`config.mk`:
```
export PLATFORM = sky130hd
export DESIGN_NAME = i2c_target_register_file_flat
export DESIGN_NICKNAME = d
export VERILOG_FILES = /design/src/sv/itrf_pkg.sv /design/src/sv/itrf_cfg_if.sv /design/src/sv/itrf_cmd_if.sv /design/src/sv/itrf_rsp_if.sv /design/src/sv/i2c_target_register_file.sv /design/src/sv/itrf_store.sv /design/src/sv/itrf_ctrl.sv /design/src/flat_wrapper.sv
export SDC_FILE = /design/constraint.sdc
export NUM_CORES = 2
export LEC_CHECK = 0
export ABC_AREA = 1
export BUFFER_PORTS_ARGS = -buffer_cell sky130_fd_sc_hd__buf_2
export CORE_MARGIN = 2
export CORE_UTILIZATION = 60
export CTS_CLUSTER_DIAMETER = 150
export DETAILED_ROUTE_END_ITERATION = 6
export MAX_ROUTING_LAYER = met4
export PLACE_DENSITY_LB_ADDON = 0.3
export SYNTH_ARGS = -nofsm -noshare
export SYNTH_HDL_FRONTEND = slang
export SYNTH_HIERARCHICAL = 1
export SYNTH_SLANG_ARGS = --single-unit
```
`constraint.sdc`:
```
create_clock -name clk_i -period 7.1 [get_ports clk_i]
set_input_delay 1.42 -clock clk_i [delete_from_list [all_inputs] [get_ports clk_i]]
set_output_delay 1.42 -clock clk_i [all_outputs]
set_load 0.05 [all_outputs]
```
`src/sv/itrf_pkg.sv`:
```
// itrf_pkg: shared types and constants of the i2c target register file
// no dependencies; imported by all modules
`default_nettype none

package itrf_pkg;

  typedef enum logic [1:0] {
    CMD_ADDR_MATCH = 2'd0,
    CMD_RX_BYTE    = 2'd1,
    CMD_TX_REQ     = 2'd2,
    CMD_STOP       = 2'd3
  } cmd_e;

  typedef enum logic [1:0] {
    PH_ADDRESS  = 2'd0,
    PH_RECEIVE  = 2'd1,
    PH_TRANSMIT = 2'd2
  } phase_e;

  localparam logic [7:0] EMPTY_BYTE = 8'hEE;

  // store access request from the control unit
  typedef struct packed {
    logic wr_en;
    logic rd_en;
  } store_req_t;

  // per-beat result of the control unit, held in the first pipeline stage
  typedef struct packed {
    logic        is_tx;
    logic        in_range;
    logic [31:0] wr_cnt;
    logic [31:0] rd_cnt;
  } step_t;

endpackage

`default_nettype wire

```
`src/sv/itrf_cfg_if.sv`:
```
// itrf_cfg_if: write channel for the buffer length register
// no dependencies
`default_nettype none

interface itrf_cfg_if;
  logic       valid;
  logic       ready;
  logic [7:0] data;

  modport source (output valid, output data, input ready);
  modport sink   (input valid, input data, output ready);
endinterface

`default_nettype wire

```
`src/sv/itrf_cmd_if.sv`:
```
// itrf_cmd_if: bus event channel into the register file
// no dependencies
`default_nettype none

interface itrf_cmd_if;
  logic       valid;
  logic       ready;
  logic [1:0] command;
  logic [7:0] rx_byte;

  modport source (output valid, output command, output rx_byte, input ready);
  modport sink   (input valid, input command, input rx_byte, output ready);
endinterface

`default_nettype wire

```
`src/sv/itrf_rsp_if.sv`:
```
// itrf_rsp_if: result channel out of the register file
// no dependencies
`default_nettype none

interface itrf_rsp_if;
  logic        valid;
  logic        ready;
  logic [7:0]  tx_byte;
  logic        tx_valid;
  logic [31:0] write_transfers;
  logic [31:0] read_transfers;

  modport source (output valid, output tx_byte, output tx_valid,
                  output write_transfers, output read_transfers, input ready);
  modport sink   (input valid, input tx_byte, input tx_valid,
                  input write_transfers, input read_transfers, output ready);
endinterface

`default_nettype wire

```
`src/sv/i2c_target_register_file.sv`:
```
// i2c_target_register_file: top level, two-stage pipeline around control and store
// depends on itrf_pkg, the three channel interfaces, itrf_ctrl and itrf_store
//
// Byte-level side of an I2C target with a register pointer. Each command beat is
// one bus event (address match, received byte, transmit request, stop) and gives
// exactly one response beat carrying the transmit byte, its flag and both
// transaction counters. A new event is taken every clock cycle while the first
// stage can advance; back-pressure on the response channel stalls it. Each event
// is held in the first stage while the store's registered read completes, then
// its response moves into the output register. The store is cleared at reset by
// per-entry valid bits, so no clearing pass is needed. Write the buffer length
// only while no event is in flight.
`default_nettype none

module i2c_target_register_file #(
  parameter int STORE_DEPTH = 256
) (
  input  wire logic  clk_i,
  input  wire logic  rst_ni,
  itrf_cfg_if.sink   cfg_i,
  itrf_cmd_if.sink   cmd_i,
  itrf_rsp_if.source rsp_o
);
  import itrf_pkg::*;

  localparam int AddrWidth = (STORE_DEPTH > 1) ? $clog2(STORE_DEPTH) : 1;

  logic                 accept;
  store_req_t           store_req;
  logic [AddrWidth-1:0] store_addr;
  logic [7:0]           store_rdata;
  step_t                step;

  logic                 s1_valid_q, s1_valid_d;
  step_t                s1_q;
  logic                 s1_adv;
  logic                 out_valid_q, out_valid_d;
  logic [7:0]           tx_byte_d;

  logic [7:0]           out_tx_byte_q;
  logic                 out_tx_valid_q;
  logic [31:0]          out_wr_cnt_q;
  logic [31:0]          out_rd_cnt_q;

  assign s1_adv      = s1_valid_q && (!out_valid_q || rsp_o.ready);
  assign cmd_i.ready = !s1_valid_q || s1_adv;
  assign accept      = cmd_i.valid && cmd_i.ready;

  itrf_ctrl #(
    .Depth     (STORE_DEPTH),
    .AddrWidth (AddrWidth)
  ) u_ctrl (
    .clk_i     (clk_i),
    .rst_ni    (rst_ni),
    .cfg_i     (cfg_i),
    .accept_i  (accept),
    .command_i (cmd_i.command),
    .rx_byte_i (cmd_i.rx_byte),
    .req_o     (store_req),
    .addr_o    (store_addr),
    .step_o    (step)
  );

  itrf_store #(
    .Depth     (STORE_DEPTH),
    .AddrWidth (AddrWidth)
  ) u_store (
    .clk_i   (clk_i),
    .rst_ni  (rst_ni),
    .req_i   (store_req),
    .addr_i  (store_addr),
    .wdata_i (cmd_i.rx_byte),
    .rdata_o (store_rdata)
  );

  always_comb begin
    if (!s1_q.is_tx) begin
      tx_byte_d = 8'h00;
    end else if (s1_q.in_range) begin
      tx_byte_d = store_rdata;
    end else begin
      tx_byte_d = EMPTY_BYTE;
    end
  end

  always_comb begin
    s1_valid_d = s1_valid_q;
    if (accept) begin
      s1_valid_d = 1'b1;
    end else if (s1_adv) begin
      s1_valid_d = 1'b0;
    end
    out_valid_d = out_valid_q;
    if (s1_adv) begin
      out_valid_d = 1'b1;
    end else if (rsp_o.ready) begin
      out_valid_d = 1'b0;
    end
  end

  always_ff @(posedge clk_i or negedge rst_ni) begin
    if (!rst_ni) begin
      s1_valid_q  <= 1'b0;
      out_valid_q <= 1'b0;
    end else begin
      s1_valid_q  <= s1_valid_d;
      out_valid_q <= out_valid_d;
    end
  end

  always_ff @(posedge clk_i) begin
    if (accept) begin
      s1_q <= step;
    end
    if (s1_adv) begin
      out_tx_byte_q  <= tx_byte_d;
      out_tx_valid_q <= s1_q.is_tx;
      out_wr_cnt_q   <= s1_q.wr_cnt;
      out_rd_cnt_q   <= s1_q.rd_cnt;
    end
  end

  assign rsp_o.valid           = out_valid_q;
  assign rsp_o.tx_byte         = out_tx_byte_q;
  assign rsp_o.tx_valid        = out_tx_valid_q;
  assign rsp_o.write_transfers = out_wr_cnt_q;
  assign rsp_o.read_transfers  = out_rd_cnt_q;

  a_no_overrun : assert property (@(posedge clk_i) disable iff (!rst_ni)
    (s1_valid_q && !s1_adv) |-> !cmd_i.ready)
    else $error("command accepted while first stage is stuck");

  a_accept_fills : assert property (@(posedge clk_i) disable iff (!rst_ni)
    accept |=> s1_valid_q)
    else $error("accepted beat lost from first stage");

  a_idle_byte : assert property (@(posedge clk_i) disable iff (!rst_ni)
    (rsp_o.valid && !rsp_o.tx_valid) |-> (rsp_o.tx_byte == 8'h00))
    else $error("non-transmit response carries a byte");

  a_adv_fills : assert property (@(posedge clk_i) disable iff (!rst_ni)
    s1_adv |=> out_valid_q)
    else $error("first stage advanced without filling output register");

endmodule

`default_nettype wire

```
`src/sv/itrf_store.sv`:
```
// itrf_store: register store memory with per-entry valid bits for reset-to-zero
// depends on itrf_pkg for the access request type
`default_nettype none

module itrf_store #(
  parameter int Depth     = 256,
  parameter int AddrWidth = 8
) (
  input  wire logic                     clk_i,
  input  wire logic                     rst_ni,
  input  wire itrf_pkg::store_req_t     req_i,
  input  wire logic [AddrWidth-1:0]     addr_i,
  input  wire logic [7:0]               wdata_i,
  output      logic [7:0]               rdata_o
);
  import itrf_pkg::*;

  logic [7:0]       mem_q [Depth];
  logic [7:0]       mem_rd_q;
  logic [Depth-1:0] vld_q;
  logic             vld_rd_q;

  always_ff @(posedge clk_i) begin
    if (req_i.wr_en) begin
      mem_q[addr_i] <= wdata_i;
    end
    if (req_i.rd_en) begin
      mem_rd_q <= mem_q[addr_i];
    end
  end

  always_ff @(posedge clk_i or negedge rst_ni) begin
    if (!rst_ni) begin
      vld_q    <= '0;
      vld_rd_q <= 1'b0;
    end else begin
      if (req_i.wr_en) begin
        vld_q[addr_i] <= 1'b1;
      end
      if (req_i.rd_en) begin
        vld_rd_q <= vld_q[addr_i];
      end
    end
  end

  assign rdata_o = vld_rd_q ? mem_rd_q : 8'h00;

endmodule

`default_nettype wire

```
`src/sv/itrf_ctrl.sv`:
```
// itrf_ctrl: phase, pointer, transfer counters and buffer length register
// depends on itrf_pkg and itrf_cfg_if
`default_nettype none

module itrf_ctrl #(
  parameter int Depth     = 256,
  parameter int AddrWidth = 8
) (
  input  wire logic                 clk_i,
  input  wire logic                 rst_ni,
  itrf_cfg_if.sink                  cfg_i,
  input  wire logic                 accept_i,
  input  wire logic [1:0]           command_i,
  input  wire logic [7:0]           rx_byte_i,
  output      itrf_pkg::store_req_t req_o,
  output      logic [AddrWidth-1:0] addr_o,
  output      itrf_pkg::step_t      step_o
);
  import itrf_pkg::*;

  logic [7:0]  buf_len_q;
  phase_e      phase_q, phase_d;
  logic [7:0]  pointer_q, pointer_d;
  logic [31:0] wr_cnt_q, wr_cnt_d;
  logic [31:0] rd_cnt_q, rd_cnt_d;
  logic        in_range;

  assign cfg_i.ready = 1'b1;

  // effective limit is the smaller of the length register and the store depth
  assign in_range = (pointer_q < buf_len_q) && ({1'b0, pointer_q} < 9'(Depth));

  always_comb begin
    phase_d     = phase_q;
    pointer_d   = pointer_q;
    wr_cnt_d    = wr_cnt_q;
    rd_cnt_d    = rd_cnt_q;
    req_o.wr_en = 1'b0;
    req_o.rd_en = 1'b0;
    if (accept_i) begin
      case (cmd_e'(command_i))
        CMD_ADDR_MATCH: begin
          phase_d = PH_ADDRESS;
        end
        CMD_RX_BYTE: begin
          if (phase_q == PH_ADDRESS) begin
            pointer_d = rx_byte_i;
          end else if ((pointer_q != 8'h00) && in_range) begin
            req_o.wr_en = 1'b1;
            pointer_d   = pointer_q + 8'h01;
          end
          phase_d = PH_RECEIVE;
        end
        CMD_TX_REQ: begin
          if (in_range) begin
            req_o.rd_en = 1'b1;
            pointer_d   = pointer_q + 8'h01;
          end
          phase_d = PH_TRANSMIT;
        end
        CMD_STOP: begin
          case (phase_q)
            PH_TRANSMIT: rd_cnt_d = rd_cnt_q + 32'd1;
            PH_RECEIVE:  wr_cnt_d = wr_cnt_q + 32'd1;
            default:     ;
          endcase
        end
        default: ;
      endcase
    end
  end

  assign addr_o = pointer_q[AddrWidth-1:0];

  always_comb begin
    step_o.is_tx    = (cmd_e'(command_i) == CMD_TX_REQ);
    step_o.in_range = in_range;
    step_o.wr_cnt   = wr_cnt_d;
    step_o.rd_cnt   = rd_cnt_d;
  end

  always_ff @(posedge clk_i or negedge rst_ni) begin
    if (!rst_ni) begin
      buf_len_q <= 8'h00;
      phase_q   <= PH_ADDRESS;
      pointer_q <= 8'h00;
      wr_cnt_q  <= 32'd0;
      rd_cnt_q  <= 32'd0;
    end else begin
      if (cfg_i.valid) begin
        buf_len_q <= cfg_i.data;
      end
      phase_q   <= phase_d;
      pointer_q <= pointer_d;
      wr_cnt_q  <= wr_cnt_d;
      rd_cnt_q  <= rd_cnt_d;
    end
  end

endmodule

`default_nettype wire

```
`src/flat_wrapper.sv`:
```
// flat-port wrapper written by rule: the top's interface ports become plain ports
module i2c_target_register_file_flat import itrf_pkg::*;
#(
  parameter int STORE_DEPTH = 256
)
  (clk_i, rst_ni, cfg_i_valid, cfg_i_data, cfg_i_ready, cmd_i_valid, cmd_i_command, cmd_i_rx_byte, cmd_i_ready, rsp_o_valid, rsp_o_tx_byte, rsp_o_tx_valid, rsp_o_write_transfers, rsp_o_read_transfers, rsp_o_ready);
  itrf_cfg_if cfg_i_i ();
  itrf_cmd_if cmd_i_i ();
  itrf_rsp_if rsp_o_i ();
  input  wire logic clk_i;
  input  wire logic rst_ni;
  input wire logic [$bits(cfg_i_i.valid)-1:0] cfg_i_valid;
  input wire logic [$bits(cfg_i_i.data)-1:0] cfg_i_data;
  output wire logic [$bits(cfg_i_i.ready)-1:0] cfg_i_ready;
  input wire logic [$bits(cmd_i_i.valid)-1:0] cmd_i_valid;
  input wire logic [$bits(cmd_i_i.command)-1:0] cmd_i_command;
  input wire logic [$bits(cmd_i_i.rx_byte)-1:0] cmd_i_rx_byte;
  output wire logic [$bits(cmd_i_i.ready)-1:0] cmd_i_ready;
  output wire logic [$bits(rsp_o_i.valid)-1:0] rsp_o_valid;
  output wire logic [$bits(rsp_o_i.tx_byte)-1:0] rsp_o_tx_byte;
  output wire logic [$bits(rsp_o_i.tx_valid)-1:0] rsp_o_tx_valid;
  output wire logic [$bits(rsp_o_i.write_transfers)-1:0] rsp_o_write_transfers;
  output wire logic [$bits(rsp_o_i.read_transfers)-1:0] rsp_o_read_transfers;
  input wire logic [$bits(rsp_o_i.ready)-1:0] rsp_o_ready;
  assign cfg_i_i.valid = cfg_i_valid;
  assign cfg_i_i.data = cfg_i_data;
  assign cfg_i_ready = cfg_i_i.ready;
  assign cmd_i_i.valid = cmd_i_valid;
  assign cmd_i_i.command = cmd_i_command;
  assign cmd_i_i.rx_byte = cmd_i_rx_byte;
  assign cmd_i_ready = cmd_i_i.ready;
  assign rsp_o_valid = rsp_o_i.valid;
  assign rsp_o_tx_byte = rsp_o_i.tx_byte;
  assign rsp_o_tx_valid = rsp_o_i.tx_valid;
  assign rsp_o_write_transfers = rsp_o_i.write_transfers;
  assign rsp_o_read_transfers = rsp_o_i.read_transfers;
  assign rsp_o_i.ready = rsp_o_ready;
  i2c_target_register_file #(.STORE_DEPTH(STORE_DEPTH)) u_core (.clk_i(clk_i), .rst_ni(rst_ni), .cfg_i(cfg_i_i), .cmd_i(cmd_i_i), .rsp_o(rsp_o_i));
endmodule
```
==> results by stage <==
Run status:
- The flow ran to the end, but the final reports show violations.
- The checks that failed: DRC.

Critical path:
- Walking the worst path, the cells encountered are nand2_4 -> inv_8 -> buf_4 -> buf_4 -> a22oi_1 -> nand2_1 -> nand2_1 -> nand3_1 -> o21ai_0 -> a21oi_1 -> nor2_1 -> nand2_1.
- The startpoint type of the worst setup path is a flop.
- The endpoint required time on the critical path is 7.81 ns.
- The startpoint-to-endpoint class of the critical path is reg -> reg.
- The cell type with the highest occurrence count on the critical path is nand2_1.
- STA classifies the critical path endpoint as a flop.
- Among cell families on the critical path, the largest total delay comes from buffers and inverters.
- At the worst endpoint, the arrival time is 5.64 ns.
- On the critical path, the stage with the largest delay is an instance of dfrtp_4.
- In this design, the stage delay of the slowest critical-path cell is 1.03 ns.
- Of all nets on the critical path, the largest fanout is 104.
- Counting both buffers and inverters, the worst setup path holds a total of 3.

GRT:
- Across every metal layer, demand over resource in global routing totals 31.72%.
- The total overflow left after global routing is 0.
- The number of antenna violations at the first check in global routing is 7.
- The via count of the first global-routing pass is 59290.
- The first-pass GRT wire length is 382.2 mm.
- The largest net degree at the start of global routing is 175.

Clocking:
- The clock tree root driver cell is clkbuf_16.
- In this run, CTS created clock tree buffers numbering 238.
- The clock input transition at the sequential cells of the worst setup and hold paths is 0.06 ns.
- After clock tree synthesis, the repair step resized 0 gates.
- The maximum clock path buffer count is 3.
- The H-tree generated during clock tree synthesis spans 4 levels.
- The clock reaches the later pin of the worst-skew pair after 0.88 ns.
- After clock tree synthesis, the setup repair step added 0 buffers.
- The total number of clock tree sinks is 2536.
- TritonCTS built the clock tree.
- The number of hold buffers added after CTS is 0.

STA:
- The final worst clock skew is 0.07053 ns.
- The sum of negative setup slack is 0 ns.
- The highest clock frequency the design can meet is 202.6 MHz.
- The headroom to the max-slew limit is 15.50%.
- Setup repair after global routing left no endpoint under its margin.
- The final hold violation count came to 0.
- The slew at the pin with the worst max-slew slack is 1.264 ns.
- The share of the clock period used by the worst path after layout is 69.51%.
- The routed design could run at a clock period as short as 4.935 ns.
- The max-slew violation total from the final report is 0.
- Setup violations remaining at the end of the flow were counted as 0.

Floorplanning:
- The floorplan step defined a die boundary enclosing 0.1665 mm2.
- The count of standard-cell rows is 148.
- The I/O pin total is 99.
- For this configuration, the core starts out at a cell density of 60.32%.
- The height of the chip is 408.1 um.
- The floorplan step defined a core boundary enclosing 0.1624 mm2.
- The overall die width is 408.1 um.

Synthesis:
- By count the netlist is led by edfxtp_1, nand2_1, a22oi_1, nor2_1, dfrtp_1.
- Among all flip-flop cells after synthesis, the most frequent one is edfxtp_1.
- Summed over its instances, the top area cell type makes up 67.28% of the synthesized netlist area.
- The synthesized design contains 2536 register bits.
- The most repeated cell in the gate-level netlist after synthesis is edfxtp_1.
- In this run, synthesis inferred 2195 flip-flops with an integrated enable.
- The number of nets in the synthesized netlist is 7289.
- In this run the cell area of the synthesized design comes to 0.09796 mm2.
- In this run the mean area of a mapped cell was 13.50 um2.
- For this run, the number of Yosys warnings is 6.
- Of all flip-flops after synthesis, the portion carrying an async set or reset was 13.45%.
- By area the synthesized netlist is led by edfxtp_1, dfrtp_1, a22oi_1.
- Sequential cells were found to cover 75.99% of the synthesized design area.
- The instance count of the mapped netlist is 7255.
- The library cell with the largest summed area after synthesis is edfxtp_1.
- In this run, distinct cell masters in the synthesized netlist total 44.

Layout:
- The fraction of final layout cells with drive strength greater than 1 is 10.21%.
- The final core area utilization is 66.92%.
- From synthesis to final layout, the design area changed by 10.93%.
- The final standard cell count with taps included and fillers excluded is 9707.
- The final-stage net count is 7336.
- After routing the design area is 0.1087 mm2.
- The filler cell count is 11030.

Placed design:
- The placed instance count is 9237.
- The placed cell area is 0.1006 mm2.
- The count of port buffers added during placement is 97.
- The HPWL after detailed placement is 147.6 mm.
- The congestion estimate from routability-driven global placement came to 0.9023.

Routing:
- The first-pass detailed-route iteration total is 7.
- The count of nets left with antenna violations once routing finished came out at 0.
- The detailed-route via count is 62060.
- After detailed routing, the average wire length per cell comes to 26.72 um.
- The number of DRC markers in iteration 0 is 9645.
- The number of vias per cell after detailed routing is 6.393.
- Wire segments on met2 add up to 119.8 mm in the final route.
- For this run, design rule violations remaining after detail routing come to 19.
- The detailed router put a total of 97.17 mm of wire on met1.
- Routed signal wires occupy layers up through met4.
- The wire length on met3 is 30.88 mm.
- The detailed-route wire length is 259.3 mm.

Power and ir drop:
- For this design the static power due to leakage is 40.18 nW.
- The power per standard cell area is 372.5 mW/mm2.
- The design draws 40.49 mW.
- The maximum vdd ir drop is 325.0 uV.

Run:
- The number of max-cap violations is 0.

Worst hold path:
- In this run the worst hold path is classified as reg -> reg.
[path summary, 6_finish.rpt]
check                                                         start                                   endpoint  slack, ns  depth (start not counted)
worst max-delay path            u_core/u_ctrl/addr_o[1]$_DFFE_PN0P_       u_core/u_store/mem_rd_q[7]$_DFFE_PP_       2.16                         12
worst min-delay path                      u_core/s1_q[15]$_DFFE_PP_  u_core/rsp_o.read_transfers[15]$_DFFE_PP_       0.42                          0
worst max register to register  u_core/u_ctrl/addr_o[1]$_DFFE_PN0P_       u_core/u_store/mem_rd_q[7]$_DFFE_PP_       2.16                         12
worst min register to register            u_core/s1_q[15]$_DFFE_PP_  u_core/rsp_o.read_transfers[15]$_DFFE_PP_       0.42                          0
max in group asynchronous                                    rst_ni        u_core/u_ctrl/addr_o[0]$_DFFE_PN0P_       5.15                          2
min in group asynchronous                                    rst_ni       u_core/u_ctrl/rd_cnt_q[24]$_DFF_PN0_       0.50                          1
[metrics by stage]
step | setup WS [ns] | hold WS, ns
final | 2.165 | 0.4180
after global routing | 2.098 | 0.4235
after CTS | 2.391 | 0.4195
after detailed placement | 2.217 | 0.4045
after global placement | 2.299 | 0.4011
after floorplan | 1.484 | 0.4003
[layer usage]
metal / up-vias / GRT usage [%]
li1: 26430 / -
met1: 30810 / 43.11
met2: 4157 / 46.63
met3: 659 / 7.108
met4: 0 / 13.61
met5: - / -
[cells by family (layout without fill, tap and decap cells)]
kind of cell	count (synthesis)	count (layout)	share of synthesized area [%]
simple gates	2717	2717	11.32
fa+ha+maj	11	11	0.1405
compound gates	1305	1305	9.271
buf+inv	626	890	2.737
mux	1	1	0.01149
xor+xnor	58	58	0.5185
flops	2536	2536	75.99
other cells	1	14	0.003828
[state kept, by name, indices dropped and copies added, names as in the netlist]
| register | cells |
|---|---|
| u_core/u_store/mem_rd_q | 8 |
| u_core/u_ctrl/buf_len_q | 8 |
| u_core/rsp_o.tx_byte | 8 |
| u_core/rsp_o.tx_valid | 1 |
| u_core/u_store/vld_rd_q | 1 |
| u_core/u_store/mem_q | 2048 |
| u_core/u_ctrl/rd_cnt_q | 32 |
| u_core/u_ctrl/phase_q | 2 |
| u_core/u_ctrl/addr_o | 8 |
| u_core/rsp_o.read_transfers | 32 |
| u_core/s1_valid_q | 1 |
| u_core/u_ctrl/wr_cnt_q | 32 |
| u_core/s1_q | 66 |
| u_core/rsp_o.valid | 1 |
| u_core/u_store/vld_q | 256 |
| u_core/rsp_o.write_transfers | 32 |
[worst reg2reg max path, delay by kind of cell (launching register included)]
kind / cells / cell delay, ns
flip-flops: 1 / 1.03
buffers and inverters: 3 / 1.72
AO/OA/AOI/OAI: 3 / 0.97
AND/OR/NAND/NOR: 6 / 1.06
[cells in the final DEF, fill, tap and decap left out, drive strengths merged]
master / instances
nand3: 66
ha: 11
a21oi: 42
clkinvlp: 8
clkinv: 75
nand2: 1873
o21a: 1
dfrtp: 341
xor2: 32
clkbuf: 354
xnor2: 26
bufinv: 26
conb: 1
and3: 3
nor2: 491
nand3b: 4
edfxtp: 2195
nor3b: 1
or2: 168
buf: 188
a31oi: 1
a22oi: 1012
nor3: 22
o21ai: 247
mux2: 1
diode: 13
inv: 239
nor4: 3
nand4: 86
o21bai: 2
[cell type report]
class	count	area, um2	share of cell area [%]
inverters	237	918.4	0.8451
multi-input cells	4093	20890	19.22
clock inverters	111	1404	1.292
repair buffers	196	1572	1.446
diodes	13	32.53	0.02993
clock buffers	346	6683	6.149
well taps	2175	2721	2.504
flip-flops and latches	2536	74450	68.51
[where the power goes]
group          internal [mW]  leakage, nW  switching (mW)
clock                   7.49         3.93            5.49
combinational           2.81         12.2            8.03
sequential              16.4         24.0           0.259
(Power assumes the default switching activity.)
